$ cat src/stl_pkg.sv
// Shared types and constants for the source text lexer.
// Token kind codes, token and queue entry structs, stream widths.
// No dependencies.
package stl_pkg;

    // default width of the position and length counters
    localparam int POSITION_BITS_DEF = 16;

    // widths of the result fields
    localparam int KIND_W  = 5;
    localparam int FIELD_W = 16;

    // result stream data width: kind, pos, len packed, padded to whole bytes
    localparam int TOKEN_W     = KIND_W + 2 * FIELD_W;
    localparam int TDATA_W     = ((TOKEN_W + 7) / 8) * 8;
    localparam int TDATA_PAD_W = TDATA_W - TOKEN_W;

    // entries in the queue between front and back
    localparam int QUEUE_DEPTH = 4;

    // token kind codes
    localparam logic [KIND_W-1:0] K_LET    = 5'd0;
    localparam logic [KIND_W-1:0] K_RET    = 5'd1;
    localparam logic [KIND_W-1:0] K_FUN    = 5'd2;
    localparam logic [KIND_W-1:0] K_EQUAL  = 5'd3;
    localparam logic [KIND_W-1:0] K_NOTEQ  = 5'd4;
    localparam logic [KIND_W-1:0] K_LTEQ   = 5'd5;
    localparam logic [KIND_W-1:0] K_GTEQ   = 5'd6;
    localparam logic [KIND_W-1:0] K_LT     = 5'd7;
    localparam logic [KIND_W-1:0] K_GT     = 5'd8;
    localparam logic [KIND_W-1:0] K_ASSIGN = 5'd9;
    localparam logic [KIND_W-1:0] K_PLUS   = 5'd10;
    localparam logic [KIND_W-1:0] K_MINUS  = 5'd11;
    localparam logic [KIND_W-1:0] K_STAR   = 5'd12;
    localparam logic [KIND_W-1:0] K_SLASH  = 5'd13;
    localparam logic [KIND_W-1:0] K_LPAREN = 5'd14;
    localparam logic [KIND_W-1:0] K_RPAREN = 5'd15;
    localparam logic [KIND_W-1:0] K_LBRACK = 5'd16;
    localparam logic [KIND_W-1:0] K_RBRACK = 5'd17;
    localparam logic [KIND_W-1:0] K_LBRACE = 5'd18;
    localparam logic [KIND_W-1:0] K_RBRACE = 5'd19;
    localparam logic [KIND_W-1:0] K_SEMI   = 5'd20;
    localparam logic [KIND_W-1:0] K_COMMA  = 5'd21;
    localparam logic [KIND_W-1:0] K_NUM    = 5'd22;
    localparam logic [KIND_W-1:0] K_IDENT  = 5'd23;
    localparam logic [KIND_W-1:0] K_END    = 5'd24;
    localparam logic [KIND_W-1:0] K_ERROR  = 5'd25;

    // one token as it leaves the block
    typedef struct packed {
        logic [FIELD_W-1:0] len;
        logic [FIELD_W-1:0] pos;
        logic [KIND_W-1:0]  kind;
    } token_t;

    // all tokens caused by one input item
    typedef struct packed {
        logic   two;
        token_t second;
        token_t first;
    } entry_t;

endpackage

$ cat src/stl_front.sv
// Front part of the lexer: scanner state, byte classification, token forming.
// Produces one queue entry per input item that causes tokens.
// Depends on stl_pkg.
module stl_front import stl_pkg::*; #(
    parameter int POSITION_BITS = POSITION_BITS_DEF
) (
    input  logic         aclk,
    input  logic         aresetn,
    input  logic         in_accept,
    input  logic [7:0]   in_byte,
    output logic         push,
    output entry_t       push_data
);

    typedef enum logic [2:0] {
        MODE_IDLE, MODE_WORD, MODE_NUM, MODE_LT, MODE_GT, MODE_EQ, MODE_BANG
    } mode_t;

    localparam logic [POSITION_BITS-1:0] POS_MAX = '1;
    localparam logic [POSITION_BITS-1:0] KEY_LEN = POSITION_BITS'(3);
    localparam logic [POSITION_BITS-1:0] ONE     = POSITION_BITS'(1);

    mode_t                    mode_reg, mode_next;
    logic [POSITION_BITS-1:0] pos_reg, pos_next;
    logic [POSITION_BITS-1:0] start_reg, start_next;
    logic [POSITION_BITS-1:0] length_reg, length_next;
    logic [23:0]              pend_reg, pend_next;
    logic                     err_reg, err_next;

    logic   fresh;
    logic   ended;
    logic   is_alpha, is_dig, is_space;
    logic   e0_valid, e1_valid;
    token_t e0, e1;
    logic [KIND_W-1:0] word_kind, two_kind, one_kind, sk_kind;
    logic   sk_valid;

    function automatic logic [POSITION_BITS-1:0] sat_inc(input logic [POSITION_BITS-1:0] v);
        return (v == POS_MAX) ? v : v + ONE;
    endfunction

    // counter value as a 16-bit field: low bits, zero filled
    function automatic logic [FIELD_W-1:0] to_field(input logic [POSITION_BITS-1:0] v);
        logic [POSITION_BITS+FIELD_W-1:0] w;
        w = {{FIELD_W{1'b0}}, v};
        return w[FIELD_W-1:0];
    endfunction

    // byte classes
    assign is_alpha = (in_byte >= "a" && in_byte <= "z") || (in_byte >= "A" && in_byte <= "Z");
    assign is_dig   = (in_byte >= "0" && in_byte <= "9");
    assign is_space = (in_byte == " ") || (in_byte == 8'h09) || (in_byte == 8'h0d)
                   || (in_byte == 8'h0a);

    // single character operators and punctuation
    always_comb begin
        sk_valid = 1'b1;
        case (in_byte)
            "+": sk_kind = K_PLUS;
            "-": sk_kind = K_MINUS;
            "*": sk_kind = K_STAR;
            "/": sk_kind = K_SLASH;
            "(": sk_kind = K_LPAREN;
            ")": sk_kind = K_RPAREN;
            "[": sk_kind = K_LBRACK;
            "]": sk_kind = K_RBRACK;
            "{": sk_kind = K_LBRACE;
            "}": sk_kind = K_RBRACE;
            ";": sk_kind = K_SEMI;
            ",": sk_kind = K_COMMA;
            default: begin
                sk_kind  = K_ERROR;
                sk_valid = 1'b0;
            end
        endcase
    end

    // keyword check, first three letters stored lowest byte first
    always_comb begin
        word_kind = K_IDENT;
        if (length_reg == KEY_LEN) begin
            if (pend_reg == {"t", "e", "l"})      word_kind = K_LET;
            else if (pend_reg == {"t", "e", "r"}) word_kind = K_RET;
            else if (pend_reg == {"n", "u", "f"}) word_kind = K_FUN;
        end
    end

    // kinds of a pending comparison operator, with or without a trailing '='
    always_comb begin
        case (mode_reg)
            MODE_LT: begin
                two_kind = K_LTEQ;
                one_kind = K_LT;
            end
            MODE_GT: begin
                two_kind = K_GTEQ;
                one_kind = K_GT;
            end
            MODE_EQ: begin
                two_kind = K_EQUAL;
                one_kind = K_ASSIGN;
            end
            default: begin
                two_kind = K_NOTEQ;
                one_kind = K_ERROR;
            end
        endcase
    end

    // scanner step: close a pending token, then handle the byte itself
    always_comb begin
        mode_next   = mode_reg;
        pos_next    = pos_reg;
        start_next  = start_reg;
        length_next = length_reg;
        pend_next   = pend_reg;
        err_next    = err_reg;
        fresh       = 1'b1;
        ended       = 1'b0;
        e0_valid    = 1'b0;
        e0          = '0;
        e1_valid    = 1'b0;
        e1          = '0;

        // pending token
        if (!err_reg) begin
            case (mode_reg)
                MODE_WORD: begin
                    if (is_alpha || is_dig) begin
                        if (length_reg < KEY_LEN)
                            pend_next = pend_reg
                                | (24'(in_byte) << {length_reg[1:0], 3'b000});
                        length_next = sat_inc(length_reg);
                        fresh = 1'b0;
                    end else begin
                        e0_valid = 1'b1;
                        e0 = '{len: to_field(length_reg), pos: to_field(start_reg),
                               kind: word_kind};
                        mode_next   = MODE_IDLE;
                        start_next  = '0;
                        length_next = '0;
                        pend_next   = '0;
                    end
                end
                MODE_NUM: begin
                    if (is_dig) begin
                        length_next = sat_inc(length_reg);
                        fresh = 1'b0;
                    end else begin
                        e0_valid = 1'b1;
                        e0 = '{len: to_field(length_reg), pos: to_field(start_reg),
                               kind: K_NUM};
                        mode_next   = MODE_IDLE;
                        start_next  = '0;
                        length_next = '0;
                        pend_next   = '0;
                    end
                end
                MODE_LT, MODE_GT, MODE_EQ, MODE_BANG: begin
                    e0_valid = 1'b1;
                    if (in_byte == "=") begin
                        e0 = '{len: FIELD_W'(2), pos: to_field(start_reg), kind: two_kind};
                        fresh = 1'b0;
                    end else begin
                        e0 = '{len: FIELD_W'(1), pos: to_field(start_reg), kind: one_kind};
                        if (mode_reg == MODE_BANG) err_next = 1'b1;
                    end
                    mode_next   = MODE_IDLE;
                    start_next  = '0;
                    length_next = '0;
                    pend_next   = '0;
                end
                default: ;
            endcase
        end

        // the byte starts something new
        if (fresh) begin
            if (in_byte == 8'h00) begin
                e1_valid = 1'b1;
                e1 = '{len: FIELD_W'(1), pos: to_field(pos_reg), kind: K_END};
                ended = 1'b1;
            end else if (err_next) begin
                // discarded under error hold
            end else if (is_space) begin
                // whitespace
            end else if (is_alpha) begin
                mode_next   = MODE_WORD;
                start_next  = pos_reg;
                length_next = ONE;
                pend_next   = 24'(in_byte);
            end else if (is_dig) begin
                mode_next   = MODE_NUM;
                start_next  = pos_reg;
                length_next = ONE;
            end else if (in_byte == "<" || in_byte == ">" || in_byte == "=" || in_byte == "!")
            begin
                mode_next = (in_byte == "<") ? MODE_LT : (in_byte == ">") ? MODE_GT
                          : (in_byte == "=") ? MODE_EQ : MODE_BANG;
                start_next  = pos_reg;
                length_next = ONE;
            end else if (sk_valid) begin
                e1_valid = 1'b1;
                e1 = '{len: FIELD_W'(1), pos: to_field(pos_reg), kind: sk_kind};
            end else begin
                e1_valid = 1'b1;
                e1 = '{len: FIELD_W'(1), pos: to_field(pos_reg), kind: K_ERROR};
                err_next = 1'b1;
            end
        end

        // end of text returns everything to reset
        if (ended) begin
            mode_next   = MODE_IDLE;
            pos_next    = '0;
            start_next  = '0;
            length_next = '0;
            pend_next   = '0;
            err_next    = 1'b0;
        end else begin
            pos_next = sat_inc(pos_reg);
        end
    end

    // queue entry for this item
    always_comb begin
        push               = in_accept && (e0_valid || e1_valid);
        push_data.first    = e0_valid ? e0 : e1;
        push_data.second   = e1;
        push_data.two      = e0_valid && e1_valid;
    end

    // scanner state
    always_ff @(posedge aclk) begin
        if (!aresetn) begin
            mode_reg   <= MODE_IDLE;
            pos_reg    <= '0;
            start_reg  <= '0;
            length_reg <= '0;
            pend_reg   <= '0;
            err_reg    <= 1'b0;
        end else if (in_accept) begin
            mode_reg   <= mode_next;
            pos_reg    <= pos_next;
            start_reg  <= start_next;
            length_reg <= length_next;
            pend_reg   <= pend_next;
            err_reg    <= err_next;
        end
    end

endmodule

$ cat src/stl_queue.sv
// Short queue of token entries between lexer front and back.
// Flip-flop storage, head read at the read pointer.
// Depends on stl_pkg.
module stl_queue import stl_pkg::*; (
    input  logic   aclk,
    input  logic   aresetn,
    input  logic   push,
    input  entry_t push_data,
    input  logic   pop,
    output entry_t head,
    output logic   empty,
    output logic   full
);

    localparam int PTR_W = $clog2(QUEUE_DEPTH);
    localparam int CNT_W = $clog2(QUEUE_DEPTH + 1);
    localparam logic [CNT_W-1:0] DEPTH_CNT = CNT_W'(QUEUE_DEPTH);
    localparam logic [PTR_W-1:0] LAST_PTR  = PTR_W'(QUEUE_DEPTH - 1);

    entry_t           store_reg [QUEUE_DEPTH];
    logic [PTR_W-1:0] wr_reg, wr_next;
    logic [PTR_W-1:0] rd_reg, rd_next;
    logic [CNT_W-1:0] cnt_reg, cnt_next;

    assign head  = store_reg[rd_reg];
    assign empty = (cnt_reg == '0);
    assign full  = (cnt_reg == DEPTH_CNT);

    // pointer and fill count update
    always_comb begin
        wr_next  = push ? ((wr_reg == LAST_PTR) ? '0 : wr_reg + 1'b1) : wr_reg;
        rd_next  = pop  ? ((rd_reg == LAST_PTR) ? '0 : rd_reg + 1'b1) : rd_reg;
        cnt_next = cnt_reg;
        if (push && !pop)      cnt_next = cnt_reg + 1'b1;
        else if (pop && !push) cnt_next = cnt_reg - 1'b1;
    end

    always_ff @(posedge aclk) begin
        if (!aresetn) begin
            wr_reg  <= '0;
            rd_reg  <= '0;
            cnt_reg <= '0;
        end else begin
            wr_reg  <= wr_next;
            rd_reg  <= rd_next;
            cnt_reg <= cnt_next;
        end
    end

    // entry storage
    always_ff @(posedge aclk) begin
        if (push) store_reg[wr_reg] <= push_data;
    end

endmodule

$ cat src/stl_back.sv
// Back part of the lexer: splits queue entries into single tokens
// and drives the registered result stream. Depends on stl_pkg.
module stl_back import stl_pkg::*; (
    input  logic               aclk,
    input  logic               aresetn,
    input  entry_t             head,
    input  logic               empty,
    output logic               pop,
    output logic               m_tvalid,
    input  logic               m_tready,
    output logic [TDATA_W-1:0] m_tdata,
    output logic               m_tlast
);

    logic               valid_reg, valid_next;
    logic               half_reg, half_next;
    logic [TDATA_W-1:0] data_reg;
    logic               last_reg;
    logic               load;
    logic               is_last;
    token_t             tok;

    // pick the next token of the head entry
    always_comb begin
        tok     = half_reg ? head.second : head.first;
        is_last = half_reg || !head.two;
        load    = !empty && (!valid_reg || m_tready);
        pop     = load && is_last;
        half_next  = load ? !is_last : half_reg;
        valid_next = load ? 1'b1 : (m_tready ? 1'b0 : valid_reg);
    end

    always_ff @(posedge aclk) begin
        if (!aresetn) begin
            valid_reg <= 1'b0;
            half_reg  <= 1'b0;
        end else begin
            valid_reg <= valid_next;
            half_reg  <= half_next;
        end
    end

    // output payload register
    always_ff @(posedge aclk) begin
        if (load) begin
            data_reg <= {{TDATA_PAD_W{1'b0}}, tok.len, tok.pos, tok.kind};
            last_reg <= is_last;
        end
    end

    assign m_tvalid = valid_reg;
    assign m_tdata  = data_reg;
    assign m_tlast  = last_reg;

endmodule

$ cat src/source_text_lexer_top.sv
// Streaming lexer: one source byte per item in, tokens out (kind, start offset, length).
// A byte is taken in every cycle while the 4-entry token queue has room; each byte
// causes zero, one or two tokens, and the output register sends one token a cycle while
// m_tready is high, so a byte that closes a pending token and also emits one of its own
// sends its two tokens one after the other. The first token of a byte is written to the
// token queue and then loaded into the output register. Words, numbers and < > = !
// are reported when the following byte arrives; a zero byte ends the text, flushes
// any pending token, emits an end token and restarts offsets at zero.
// Depends on stl_pkg, stl_front, stl_queue, stl_back.
module source_text_lexer_top import stl_pkg::*; #(
    parameter int POSITION_BITS = POSITION_BITS_DEF
) (
    input  logic               aclk,
    input  logic               aresetn,
    input  logic               s_tvalid,
    output logic               s_tready,
    input  logic [7:0]         s_tdata,   // [7:0] char_byte
    output logic               m_tvalid,
    input  logic               m_tready,
    output logic [TDATA_W-1:0] m_tdata,   // [4:0] token_kind, [20:5] token_pos,
                                          // [36:21] token_len, rest zero
    output logic               m_tlast    // last_of_run
);

    logic   q_push, q_pop, q_empty, q_full;
    entry_t q_in, q_head;
    logic   in_accept;

    // input item taken while the queue has room
    assign s_tready  = !q_full;
    assign in_accept = s_tvalid && s_tready;

    stl_front #(
        .POSITION_BITS(POSITION_BITS)
    ) u_front (
        .aclk      (aclk),
        .aresetn   (aresetn),
        .in_accept (in_accept),
        .in_byte   (s_tdata),
        .push      (q_push),
        .push_data (q_in)
    );

    stl_queue u_queue (
        .aclk      (aclk),
        .aresetn   (aresetn),
        .push      (q_push),
        .push_data (q_in),
        .pop       (q_pop),
        .head      (q_head),
        .empty     (q_empty),
        .full      (q_full)
    );

    stl_back u_back (
        .aclk      (aclk),
        .aresetn   (aresetn),
        .head      (q_head),
        .empty     (q_empty),
        .pop       (q_pop),
        .m_tvalid  (m_tvalid),
        .m_tready  (m_tready),
        .m_tdata   (m_tdata),
        .m_tlast   (m_tlast)
    );

`ifndef NO_ASSERTIONS
    // an end token always closes the run of its byte
    a_end_last: assert property (@(posedge aclk) disable iff (!aresetn)
        (m_tvalid && m_tdata[4:0] == K_END) |-> m_tlast)
        else $error("end token not marked last");

    // end and error tokens are one byte long
    a_one_len: assert property (@(posedge aclk) disable iff (!aresetn)
        (m_tvalid && (m_tdata[4:0] == K_END || m_tdata[4:0] == K_ERROR))
        |-> (m_tdata[36:21] == 16'd1))
        else $error("end or error token with length other than one");

    // no kind code beyond the error code and no stray padding bits
    a_kind_range: assert property (@(posedge aclk) disable iff (!aresetn)
        m_tvalid |-> (m_tdata[4:0] <= K_ERROR && m_tdata[TDATA_W-1:TOKEN_W] == '0))
        else $error("bad token kind or padding");

    // the queue never takes an entry while full
    a_no_overflow: assert property (@(posedge aclk) disable iff (!aresetn)
        q_full |-> !q_push)
        else $error("token queue overflow");
`endif

endmodule
$ cat config.mk
export PLATFORM = sky130hd
export DESIGN_NAME = source_text_lexer_top
export DESIGN_NICKNAME = d
export VERILOG_FILES = /design/src/stl_pkg.sv /design/src/stl_front.sv /design/src/stl_queue.sv /design/src/stl_back.sv /design/src/source_text_lexer_top.sv
export SDC_FILE = /design/constraint.sdc
export NUM_CORES = 1
export LEC_CHECK = 0
export ABC_AREA = 1
export BUFFER_PORTS_ARGS = -buffer_cell sky130_fd_sc_hd__buf_2
export CORE_MARGIN = 2
export CORE_UTILIZATION = 50
export DETAILED_ROUTE_END_ITERATION = 12
export GPL_TIMING_DRIVEN = 0
export PLACE_DENSITY = 0.66
export SKIP_CTS_REPAIR_TIMING = 1
export SYNTH_ARGS = -nofsm -noshare
export SYNTH_HDL_FRONTEND = slang
export SYNTH_HIERARCHICAL = 1
export SYNTH_SLANG_ARGS = --single-unit
$ cat constraint.sdc
create_clock -name aclk -period 8.7 [get_ports aclk]
set_input_delay 0.435 -clock aclk [delete_from_list [all_inputs] [get_ports aclk]]
set_output_delay 0.435 -clock aclk [all_outputs]
set_load 0.05 [all_outputs]
==> impl_metrics.csv, run 1 <==
group,metric,value,unit
status,status,"completed",
clock_tree,cts_max_path_buffers,3,
critical_path,critPathLaunch,"u_queue/cnt_reg[0]",
route,antenna_left,0,
route,m1WireLength,23000,um
finish,largest_reg_flops,300,
placement,dp_slack,5.05,ns
clock_tree,clkSlewWorstSetupHoldPaths,0.06,ns
die,die_area,42800,sq um
critical_path,critPathMaxFanout,46,
clock_tree,cts.sinks,425,
global_route,grt-ovfl-total,0,
die,io_pins,55,
route,drt_wl_total,54200,um
logic_synthesis,ys_ff_latch,425,
timing,setup_slack,5.18,ns
route,met2_length,26000,um
worst_hold_path,hold_path.startpoint,"aresetn",
clock_tree,numCtsBuffers,45,
finish,final_layout_size_suffix_gt1_share,17.5,%
critical_path,r2r.worst_path.cells,9,
timing,clock_skew,0.0158,ns
route,vias_per_cell,5.57,
route,wire_per_inst,19.7,um
logic_synthesis,synth.avg_cell_area,9.98,sq um
timing,grt_setup_unrepaired,"false",
logic_synthesis,ys_seq_area_share,57.7,%
logic_synthesis,ys.flop_type,"edfxtp_1",
clock_tree,insertion_delay,0.58,ns
global_route,grt_pass1_wl,83300,um
placement,routabilityCongestion,0.916,
critical_path,r2r_end,"u_queue/store_reg[2][10]",
die,fp.dieW,207,um
route,top_layer_used,"met4",
timing,tns,0,ns
route,drc,0,
die,rows,74,
logic_synthesis,synthArstFlopShare,0,%
critical_path,r2r_start,"u_queue/cnt_reg[0]",
global_route,grt_start_max_net_pins,60,
logic_synthesis,netlist_area,20600,sq um
finish,instances_no_fill,2751,
timing,worst_slew_pin_slew,0.846,ns
timing,setup_viol,0,
placement,placed_cell_area,21700,sq um
route,drt-initial-drc-count,1309,
worst_hold_path,min_path_type,"primary input to register",
global_route,first_global_vias,14800,
clock_tree,cts_tree,"done",
critical_path,cp-start-kind,"register",
die,core,40700,sq um
critical_path,crit_end,"u_queue/store_reg[2][10]",
finish,areaGrowthSynthToFinish,12.6,%
critical_path,arrival,3.77,ns
timing,fmax,0.284,GHz
logic_synthesis,ys_top_cells_by_area,"edfxtp_1 49%, nand2_1 8.7%, dfxtp_1 8.5%, o21ai_0 4.3%, nor2_1 4.1%",
critical_path,cp_data_required_time,8.95,ns
timing,drv_slew,0,
timing,max-slew-margin-rel,43.6,%
die,die_y,207,um
finish,fin_nets,2203,
placement,port_buffers,51,
logic_synthesis,ys_warn_count,6,
route,vias,15300,
placement,dp_cells,2667,
logic_synthesis,synth_top_area_share,49.3,%
route,dr_wl_met3,3560,um
placement,place_hpwl,37600,um
pwr,p_leak,8.42,nW
finish,n_antenna_cell,0,
logic_synthesis,yosys.area.top_type,"edfxtp_1",
die,initial_core_util,50.6,%
pwr,p_per_area,305,nW/um^2
clock_tree,htreeDepth,2,
timing,hold_viol,0,
flow_run,drv_cap,0,
logic_synthesis,synthCells,2064,
timing,min_period,3.52,ns
critical_path,crit_type,"register to register",
critical_path,timing.reg2reg.setup_slack,5.18,ns
timing,fin_crit_sh,40.5,%
logic_synthesis,synth_edf_count,338,
global_route,antenna_found_initial,0,
route,drt_first_pass_iters,5,
logic_synthesis,synth.distinct_cells,52,
clock_tree,root_buffer,"clkbuf_16",
finish,finish.instance_area,23200,sq um
critical_path,cp-end-kind,"register",
pwr,peakVddDrop,0.165,mV
timing,whs,0.173,ns
global_route,gr-usage-all-layers,25.7,%
worst max-delay path: stages, from the launching register on:
cell	delay, ns
dfxtp_1	0.41
nor3_1	0.15
nor2_2	0.25
buf_1	0.49
clkbuf_1	0.44
o21ai_0	0.33
inv_1	0.25
nand2_1	0.13
inv_4	0.37
buf_16	0.33
power by group:
part | total (mW) | internal (mW) | switching (mW) | leakage (nW)
registers | 2.68 | 2.57 | 0.106 | 3.72
clock network | 1.93 | 1.14 | 0.789 | 0.728
logic | 2.45 | 0.673 | 1.78 | 3.97
total | 7.06 | 4.39 | 2.68 | 8.42
cells by family (layout without fill, tap and decap cells):
logic type / Yosys count / in the layout / share of synthesized area [%]
simple gates: 973 / 973 / 22.5
flops: 425 / 425 / 57.7
compound gates: 398 / 398 / 12.4
buf+inv: 248 / 387 / 6.31
fa+ha+maj: 9 / 9 / 0.583
xor+xnor: 9 / 9 / 0.383
other cells: 2 / 18 / 0.0365
cells in the final DEF (no fill, tap or decap), types with 5 or more instances in the layout:
cell / count
buf_12: 6
nand2_2: 13
nor2_4: 55
nor2_2: 15
o211ai_1: 9
a21oi_2: 5
o21ai_1: 22
o22ai_2: 41
nand3_1: 87
inv_2: 18
xor2_1: 9
o22ai_1: 37
edfxtp_1: 338
buf_6: 16
clkinv_2: 7
buf_2: 72
nand2_4: 9
nand4_1: 26
conb_1: 18
clkinv_1: 8
dfxtp_1: 87
nor2_1: 223
o21ai_2: 6
clkbuf_1: 57
a21oi_1: 69
inv_1: 104
o21ai_0: 178
inv_4: 5
nor3_1: 48
clkbuf_16: 47
nand3_2: 7
a31oi_1: 11
buf_4: 25
a21oi_4: 10
ha_1: 8
nand2_1: 476
cells in the mapped netlist, drive strengths merged, types with 3 or more instances:
| cell type | n |
|---|---|
| a21boi | 4 |
| a21oi | 84 |
| a31oi | 11 |
| buf | 72 |
| clkbuf | 47 |
| dfxtp | 87 |
| edfxtp | 338 |
| ha | 8 |
| inv | 128 |
| nand2 | 498 |
| nand3 | 98 |
| nand3b | 3 |
| nand4 | 26 |
| nor2 | 296 |
| nor3 | 50 |
| o211ai | 9 |
| o21ai | 206 |
| o22ai | 78 |
| xor2 | 9 |
metrics by stage:
stage	utilization, %	power (mW)
3_5_place_dp	53.3	5.16
4_1_cts	56.9	7.10
6_report	56.9	7.06
3_3_place_gp	53.0	5.11
5_1_grt	56.9	7.41
2_1_floorplan	-	4.44
cell type report:
| class | instances | area (sq um) |
|---|---|---|
| Inverter | 129 | 502 |
| Clock buffer | 61 | 1270 |
| Multi-Input combinational cell | 1407 | 7470 |
| Clock inverter | 23 | 220 |
| Fill cell | 3573 | 17600 |
| Sequential cell | 425 | 11900 |
| Tap cell | 532 | 666 |
| Buffer | 119 | 807 |
| Timing Repair Buffer | 55 | 365 |
metal layers:
| metal | GRT usage, % | up-vias |
|---|---|---|
| met3 | 3.67 | 104 |
| met2 | 43.1 | 550 |
| met4 | 8.66 | 0 |
| met1 | 34.4 | 7348 |
| met5 | 0 | - |
| li1 | - | 7323 |
worst min path at each step:
stage,slack (ns),end,cells past startpoint
after floorplan,0.43,u_front/pend_reg[7],2
after global placement,0.44,u_front/pend_reg[7],2
after detailed placement,0.45,u_front/pend_reg[7],2
after CTS,0.15,u_queue/cnt_reg[2],3
after global routing,0.20,u_queue/cnt_reg[2],3
final,0.17,u_queue/cnt_reg[2],3
Power figures use the tool's default switching activity.
==> run 2, diff against run 1 <==
==> constraint.sdc (replaced) <==
create_clock -name aclk -period 3.25 [get_ports aclk]
set_input_delay 0.1625 -clock aclk [delete_from_list [all_inputs] [get_ports aclk]]
set_output_delay 0.1625 -clock aclk [all_outputs]
set_load 0.05 [all_outputs]
==> impl_metrics.csv, run 2 (synthesis results as in run 1) <==
group,metric,value,unit
finish,fin_nets,2215,
timing,whs,0.0541,ns
pwr,p_per_area,798,nW/um^2
critical_path,crit_path_frequent_cell,"inv_1",
worst_hold_path,hold_end,"u_front/pend_reg[2]",
pwr,peakVddDrop,0.484,mV
critical_path,timing.reg2reg.setup_slack,0.18,ns
pwr,seq_power_share,38.7,%
timing,setup_viol,0,
placement,dp_slack,-0.586,ns
finish,final_cell_mix,"475 x nand2_1, 338 x edfxtp_1, 223 x nor2_1",
timing,worst_slew_pin_slew,0.868,ns
pwr,p_sw,7.09,mW
placement,placed_cell_area,21800,sq um
critical_path,critPathMaxFanout,15,
clock_tree,cts.sinks,425,
timing,tns,0,ns
global_route,first_global_vias,14500,
critical_path,cp_data_required_time,3.70,ns
pwr,netSwitchingFraction,38.3,%
clock_tree,numCtsBuffers,45,
route,drt-initial-drc-count,1341,
die,die_y,207,um
die,io_pins,55,
route,vias,15200,
placement,place_hpwl,37800,um
worst_hold_path,min_path_type,"primary input to register",
finish,finish.instance_area,23200,sq um
route,vias_per_cell,5.51,
critical_path,cpPeakStageDelay,0.66,ns
route,drt_wl_total,53900,um
clock_tree,cts_max_path_buffers,3,
die,rows,74,
die,initial_core_util,50.6,%
critical_path,arrival,3.52,ns
critical_path,r2r_end,"u_queue/cnt_reg[1]",
critical_path,critical-path-top-delay-family,"buffers and inverters",
global_route,grt_start_max_net_pins,39,
critical_path,cp-start-kind,"register",
timing,min_period,3.07,ns
die,die_area,42800,sq um
global_route,gr-usage-all-layers,25.1,%
route,wire_per_inst,19.5,um
finish,largest_reg_flops,300,
clock_tree,insertion_delay,0.58,ns
timing,hold_viol,0,
pwr,p_int,11.4,mW
timing,fin_crit_sh,94.4,%
placement,routabilityCongestion,0.918,
timing,setup_slack,0.182,ns
critical_path,crit_path_top_delay_cell,"dfxtp_1",
finish,n_antenna_cell,0,
clock_tree,clkSlewWorstSetupHoldPaths,0.06,ns
route,drc,0,
timing,max-slew-margin-rel,42.1,%
timing,grt_setup_unrepaired,"false",
timing,clock_skew,0.0187,ns
finish,layout_commonest_cell,"nand2_1",
timing,fmax,0.326,GHz
pwr,total_power,18.5,mW
clock_tree,root_buffer,"clkbuf_16",
route,antenna_left,0,
route,drt_first_pass_iters,5,
worst_hold_path,hold_path.startpoint,"s_tdata[2]",
finish,areaGrowthSynthToFinish,12.6,%
pwr,p_comb_share,35.5,%
flow_run,drv_cap,0,
global_route,grt-ovfl-total,0,
die,core,40700,sq um
status,status,"completed",
placement,port_buffers,51,
critical_path,cp-end-kind,"register",
pwr,p_leak,8.41,nW
clock_tree,cts_tree,"done",
worst_hold_path,hold_path_depth,5,
critical_path,cp_num_buf_inv,7,
finish,final_layout_size_suffix_gt1_share,17.9,%
critical_path,crit_chain,"buf_6 > inv_6 > buf_12 > buf_12 > nor2_4 > o22ai_2 > nand2_1 > nand3_1 > inv_1 > inv_1 > ha_1 > inv_1 > fa_1 > o21ai_0 > nor2_1",
global_route,antenna_found_initial,0,
die,fp.dieW,207,um
clock_tree,htreeDepth,2,
timing,drv_slew,0,
global_route,grt_pass1_wl,81700,um
critical_path,crit_type,"register to register",
critical_path,r2r.worst_path.cells,15,
pwr,power_frac_clock,25.7,%
run 2: cell types whose count changed in the layout (fill, tap and decap cells not counted), moves of 4 or more:
cell	delta
clkinvlp_4	+7
buf_12	+8
buf_4	+6
buf_16	-4
inv_4	-4
run 2: power groups by stage:
stage | clock network [mW] | registers [mW] | logic, mW
after floorplan | 0 | 8.15 | 3.72
after global placement | 0 | 7.30 | 6.35
after detailed placement | 0 | 7.28 | 6.51
after CTS | 4.85 | 7.17 | 6.54
after global routing | 5.07 | 7.24 | 7.09
final | 4.77 | 7.16 | 6.58
run 2: cell type report:
cell class / count / area [sq um]
flip-flops and latches: 425 / 11900
inverters: 129 / 507
clock inverters: 20 / 131
multi-input cells: 1407 / 7480
well taps: 532 / 666
repair inverters: 2 / 15.0
plain buffers: 117 / 802
fillers: 3513 / 17500
repair buffers: 67 / 480
clock buffers: 61 / 1220
run 2: per-layer routing:
layer  share of wire, %  up-vias  wire [um]  GRT usage (%)
met4                2.5        0       1340           8.66
li1                   -     7328          -              -
met5                  0        -          0              0
met2                 48      492      25700           41.4
met1                 44     7306      23600           34.4
met3                6.0       90       3220           3.16
run 2: how the worst max path moves through the flow:
stage	from	slack [ns]	to	cells after the start
finish	register	0.18	u_queue/cnt_reg[1]	15
detailed placement	s_tdata[6]	-0.59	u_queue/store_reg[3][10]	15
global placement	s_tdata[6]	-1.65	u_queue/store_reg[3][10]	13
CTS	u_queue/cnt_reg[2]	-0.48	u_queue/store_reg[3][10]	11
global route	register	0.02	u_queue/cnt_reg[2]	18
floorplan	u_front/mode_reg[1]	0.22	u_queue/store_reg[3][0]	13
run 2: metrics by stage:
step	cells	util [%]
2_1_floorplan	2080	-
3_3_place_gp	2663	53.0
3_5_place_dp	2671	53.4
4_1_cts	2752	56.7
5_1_grt	2760	56.9
6_report	2760	56.9
run 2: tightest hold or removal path, delay by kind of cell:
family	cells	cell delay [ns]
and+or+nand+nor	3	0.21
buffers and inverters	1	0.14
AOI/OAI and AO/OA	1	0.07
==> run 3, diff against run 2 <==
--- a/config.mk
+++ b/config.mk
@@ -5,9 +5,7 @@
 export SDC_FILE = /design/constraint.sdc
 export NUM_CORES = 1
 export LEC_CHECK = 0
-export ABC_AREA = 1
 export BUFFER_PORTS_ARGS = -buffer_cell sky130_fd_sc_hd__buf_2
-export CORE_MARGIN = 2
 export CORE_UTILIZATION = 50
 export DETAILED_ROUTE_END_ITERATION = 12
 export GPL_TIMING_DRIVEN = 0
==> impl_metrics.csv, run 3 <==
group,metric,value,unit
worst_hold_path,hold_path.startpoint,"s_tdata[5]",
logic_synthesis,synth_edf_count,338,
critical_path,arrival,3.26,ns
route,vias,10200,
logic_synthesis,yosys.area.top_type,"edfxtp_1",
placement,dp_cells,1649,
flow_run,drv_cap,0,
logic_synthesis,synth_common_cells,"338 x edfxtp_1, 87 x dfxtp_1, 75 x mux4_2, 48 x nand2_1, 46 x nor2_1",
die,die_y,191,um
critical_path,cp-end-kind,"register",
critical_path,cp-start-kind,"register",
die,initial_core_util,51.1,%
status,status,"complete, but fails checks",
route,drt_wl_total,37200,um
global_route,grt_start_max_net_pins,59,
finish,fin_nets,1278,
route,drt-initial-drc-count,884,
timing,drv_slew,0,
critical_path,crit_path_top_delay_cell,"dfxtp_1",
critical_path,cpPeakStageDelay,0.41,ns
placement,placed_cell_area,18800,sq um
route,wire_per_inst,21.3,um
timing,worst_slew_pin_slew,1.16,ns
placement,routabilityCongestion,0.928,
die,core,34800,sq um
timing,whs,-0.00295,ns
clock_tree,numCtsBuffers,44,
status,violations,"hold timing",
finish,n_antenna_cell,0,
placement,place_hpwl,23500,um
clock_tree,insertion_delay,0.54,ns
timing,fin_crit_sh,94.3,%
die,io_pins,55,
logic_synthesis,ys.flop_type,"edfxtp_1",
route,vias_per_cell,5.82,
timing,max-slew-margin-rel,21.9,%
timing,tns,0,ns
logic_synthesis,ys_ff_latch,425,
critical_path,r2r_start,"u_front/mode_reg[0]",
global_route,grt-ovfl-total,0,
die,die_area,36300,sq um
timing,clock_skew,0.0160,ns
worst_hold_path,min_path_type,"primary input to register",
critical_path,timing.reg2reg.setup_slack,0.18,ns
finish,finish.instance_area,20400,sq um
placement,port_buffers,48,
finish,n_fill_cell,2668,
timing,setup_slack,0.184,ns
finish,areaGrowthSynthToFinish,14.7,%
route,antenna_left,0,
clock_tree,clkSlewWorstSetupHoldPaths,0.06,ns
finish,final_cell_mix,"338 x edfxtp_1, 87 x dfxtp_1, 75 x mux4_2",
clock_tree,cts_max_path_buffers,3,
logic_synthesis,synth.avg_cell_area,15.8,sq um
finish,final_layout_size_suffix_gt1_share,25.7,%
critical_path,critPathLaunch,"u_front/mode_reg[0]",
finish,layout_commonest_cell,"edfxtp_1",
logic_synthesis,ys_seq_area_share,66.9,%
finish,final_util,58.6,%
route,drc,0,
clock_tree,cts_tree,"done",
logic_synthesis,ys_warn_count,6,
timing,fmax,0.326,GHz
worst_hold_path,hold_path_depth,2,
logic_synthesis,synthArstFlopShare,0,%
clock_tree,cts.sinks,425,
global_route,first_global_vias,9973,
logic_synthesis,synth.distinct_cells,73,
logic_synthesis,netlist_area,17800,sq um
logic_synthesis,ys_top_cells_by_area,"edfxtp_1 57%, dfxtp_1 9.8%, mux4_2 9.5%, mux2_2 2.8%, a22o_1 1.8%",
finish,instances_no_fill,1745,
global_route,grt_pass1_wl,56800,um
critical_path,cp_data_required_time,3.44,ns
clock_tree,root_buffer,"clkbuf_16",
die,rows,68,
placement,dp_slack,-0.768,ns
finish,largest_reg_flops,300,
logic_synthesis,synth_most_common_cell,"edfxtp_1",
pwr,p_leak,6.88,nW
pwr,total_power,15.9,mW
logic_synthesis,synth_top_area_share,57.1,%
clock_tree,htreeDepth,2,
pwr,peakVddDrop,0.493,mV
critical_path,crit_chain,"clkbuf_4 > nor2b_2 > o211ai_1 > nand2_1 > nand2_2 > buf_6 > a21oi_4 > buf_4 > and2_4 > buf_16",
timing,hold_viol,2,
timing,setup_viol,0,
critical_path,r2r.worst_path.cells,10,
logic_synthesis,synthCells,1125,
timing,min_period,3.07,ns
critical_path,crit_type,"register to register",
global_route,antenna_found_initial,0,
die,fp.dieW,191,um
timing,grt_setup_unrepaired,"false",
critical_path,critPathMaxFanout,49,
global_route,gr-usage-all-layers,20.7,%
route,drt_first_pass_iters,5,
pwr,p_per_area,780,nW/um^2
==> run 3: per-layer routing <==
metal  track usage (%)  up-vias  wire (um)
met5                 0        -          0
met4              5.72        0       1050
met3              2.91       69       1950
met2              33.0      317      17400
met1              29.8     5100      16800
li1                  -     4664          -
==> run 3: layout make-up <==
type                    instances  area, sq um  share of cell area (%)
flip-flops and latches        425        11900                    58.3
clock buffers                  58         1180                    5.81
inverters                      23         86.3                   0.424
multi-input cells             624         5500                    27.0
well taps                     455          569                    2.79
plain buffers                  72          457                    2.24
repair buffers                 67          485                    2.38
clock inverters                21          209                    1.03
==> run 3: cells by family (layout without fill, tap and decap cells) <==
kind of cell	after synthesis	count (layout)	share of synthesized area, %
xor gates and xnor gates	16	16	0.788
DFF	425	425	66.9
other	2	18	0.0422
buffers and inverters	95	241	2.98
adders and majority gates	9	9	0.676
muxes	133	133	13.3
and+or+nand+nor	276	279	8.52
AOI/OAI and AO/OA	169	169	6.77
==> run 3: critical path: cells and delay by family (launching register included) <==
kind	cells	cell delay [ns]
buffers and inverters	4	1.02
and+or+nand+nor	4	0.87
DFF	1	0.41
AOI/OAI and AO/OA	2	0.36
==> run 3: final timing paths <==
kind                              endpoint
setup / recovery  u_queue/store_reg[0][21]
hold / removal         u_front/pend_reg[5]
setup reg to reg  u_queue/store_reg[0][21]
hold reg to reg        u_front/pend_reg[7]
==> run 3: report_power, final <==
part | total, mW | internal (mW) | switching (mW)
Sequential | 6.82 | 6.65 | 0.170
Clock | 4.87 | 2.88 | 1.99
Combinational | 4.20 | 1.63 | 2.57
Total | 15.9 | 11.2 | 4.73
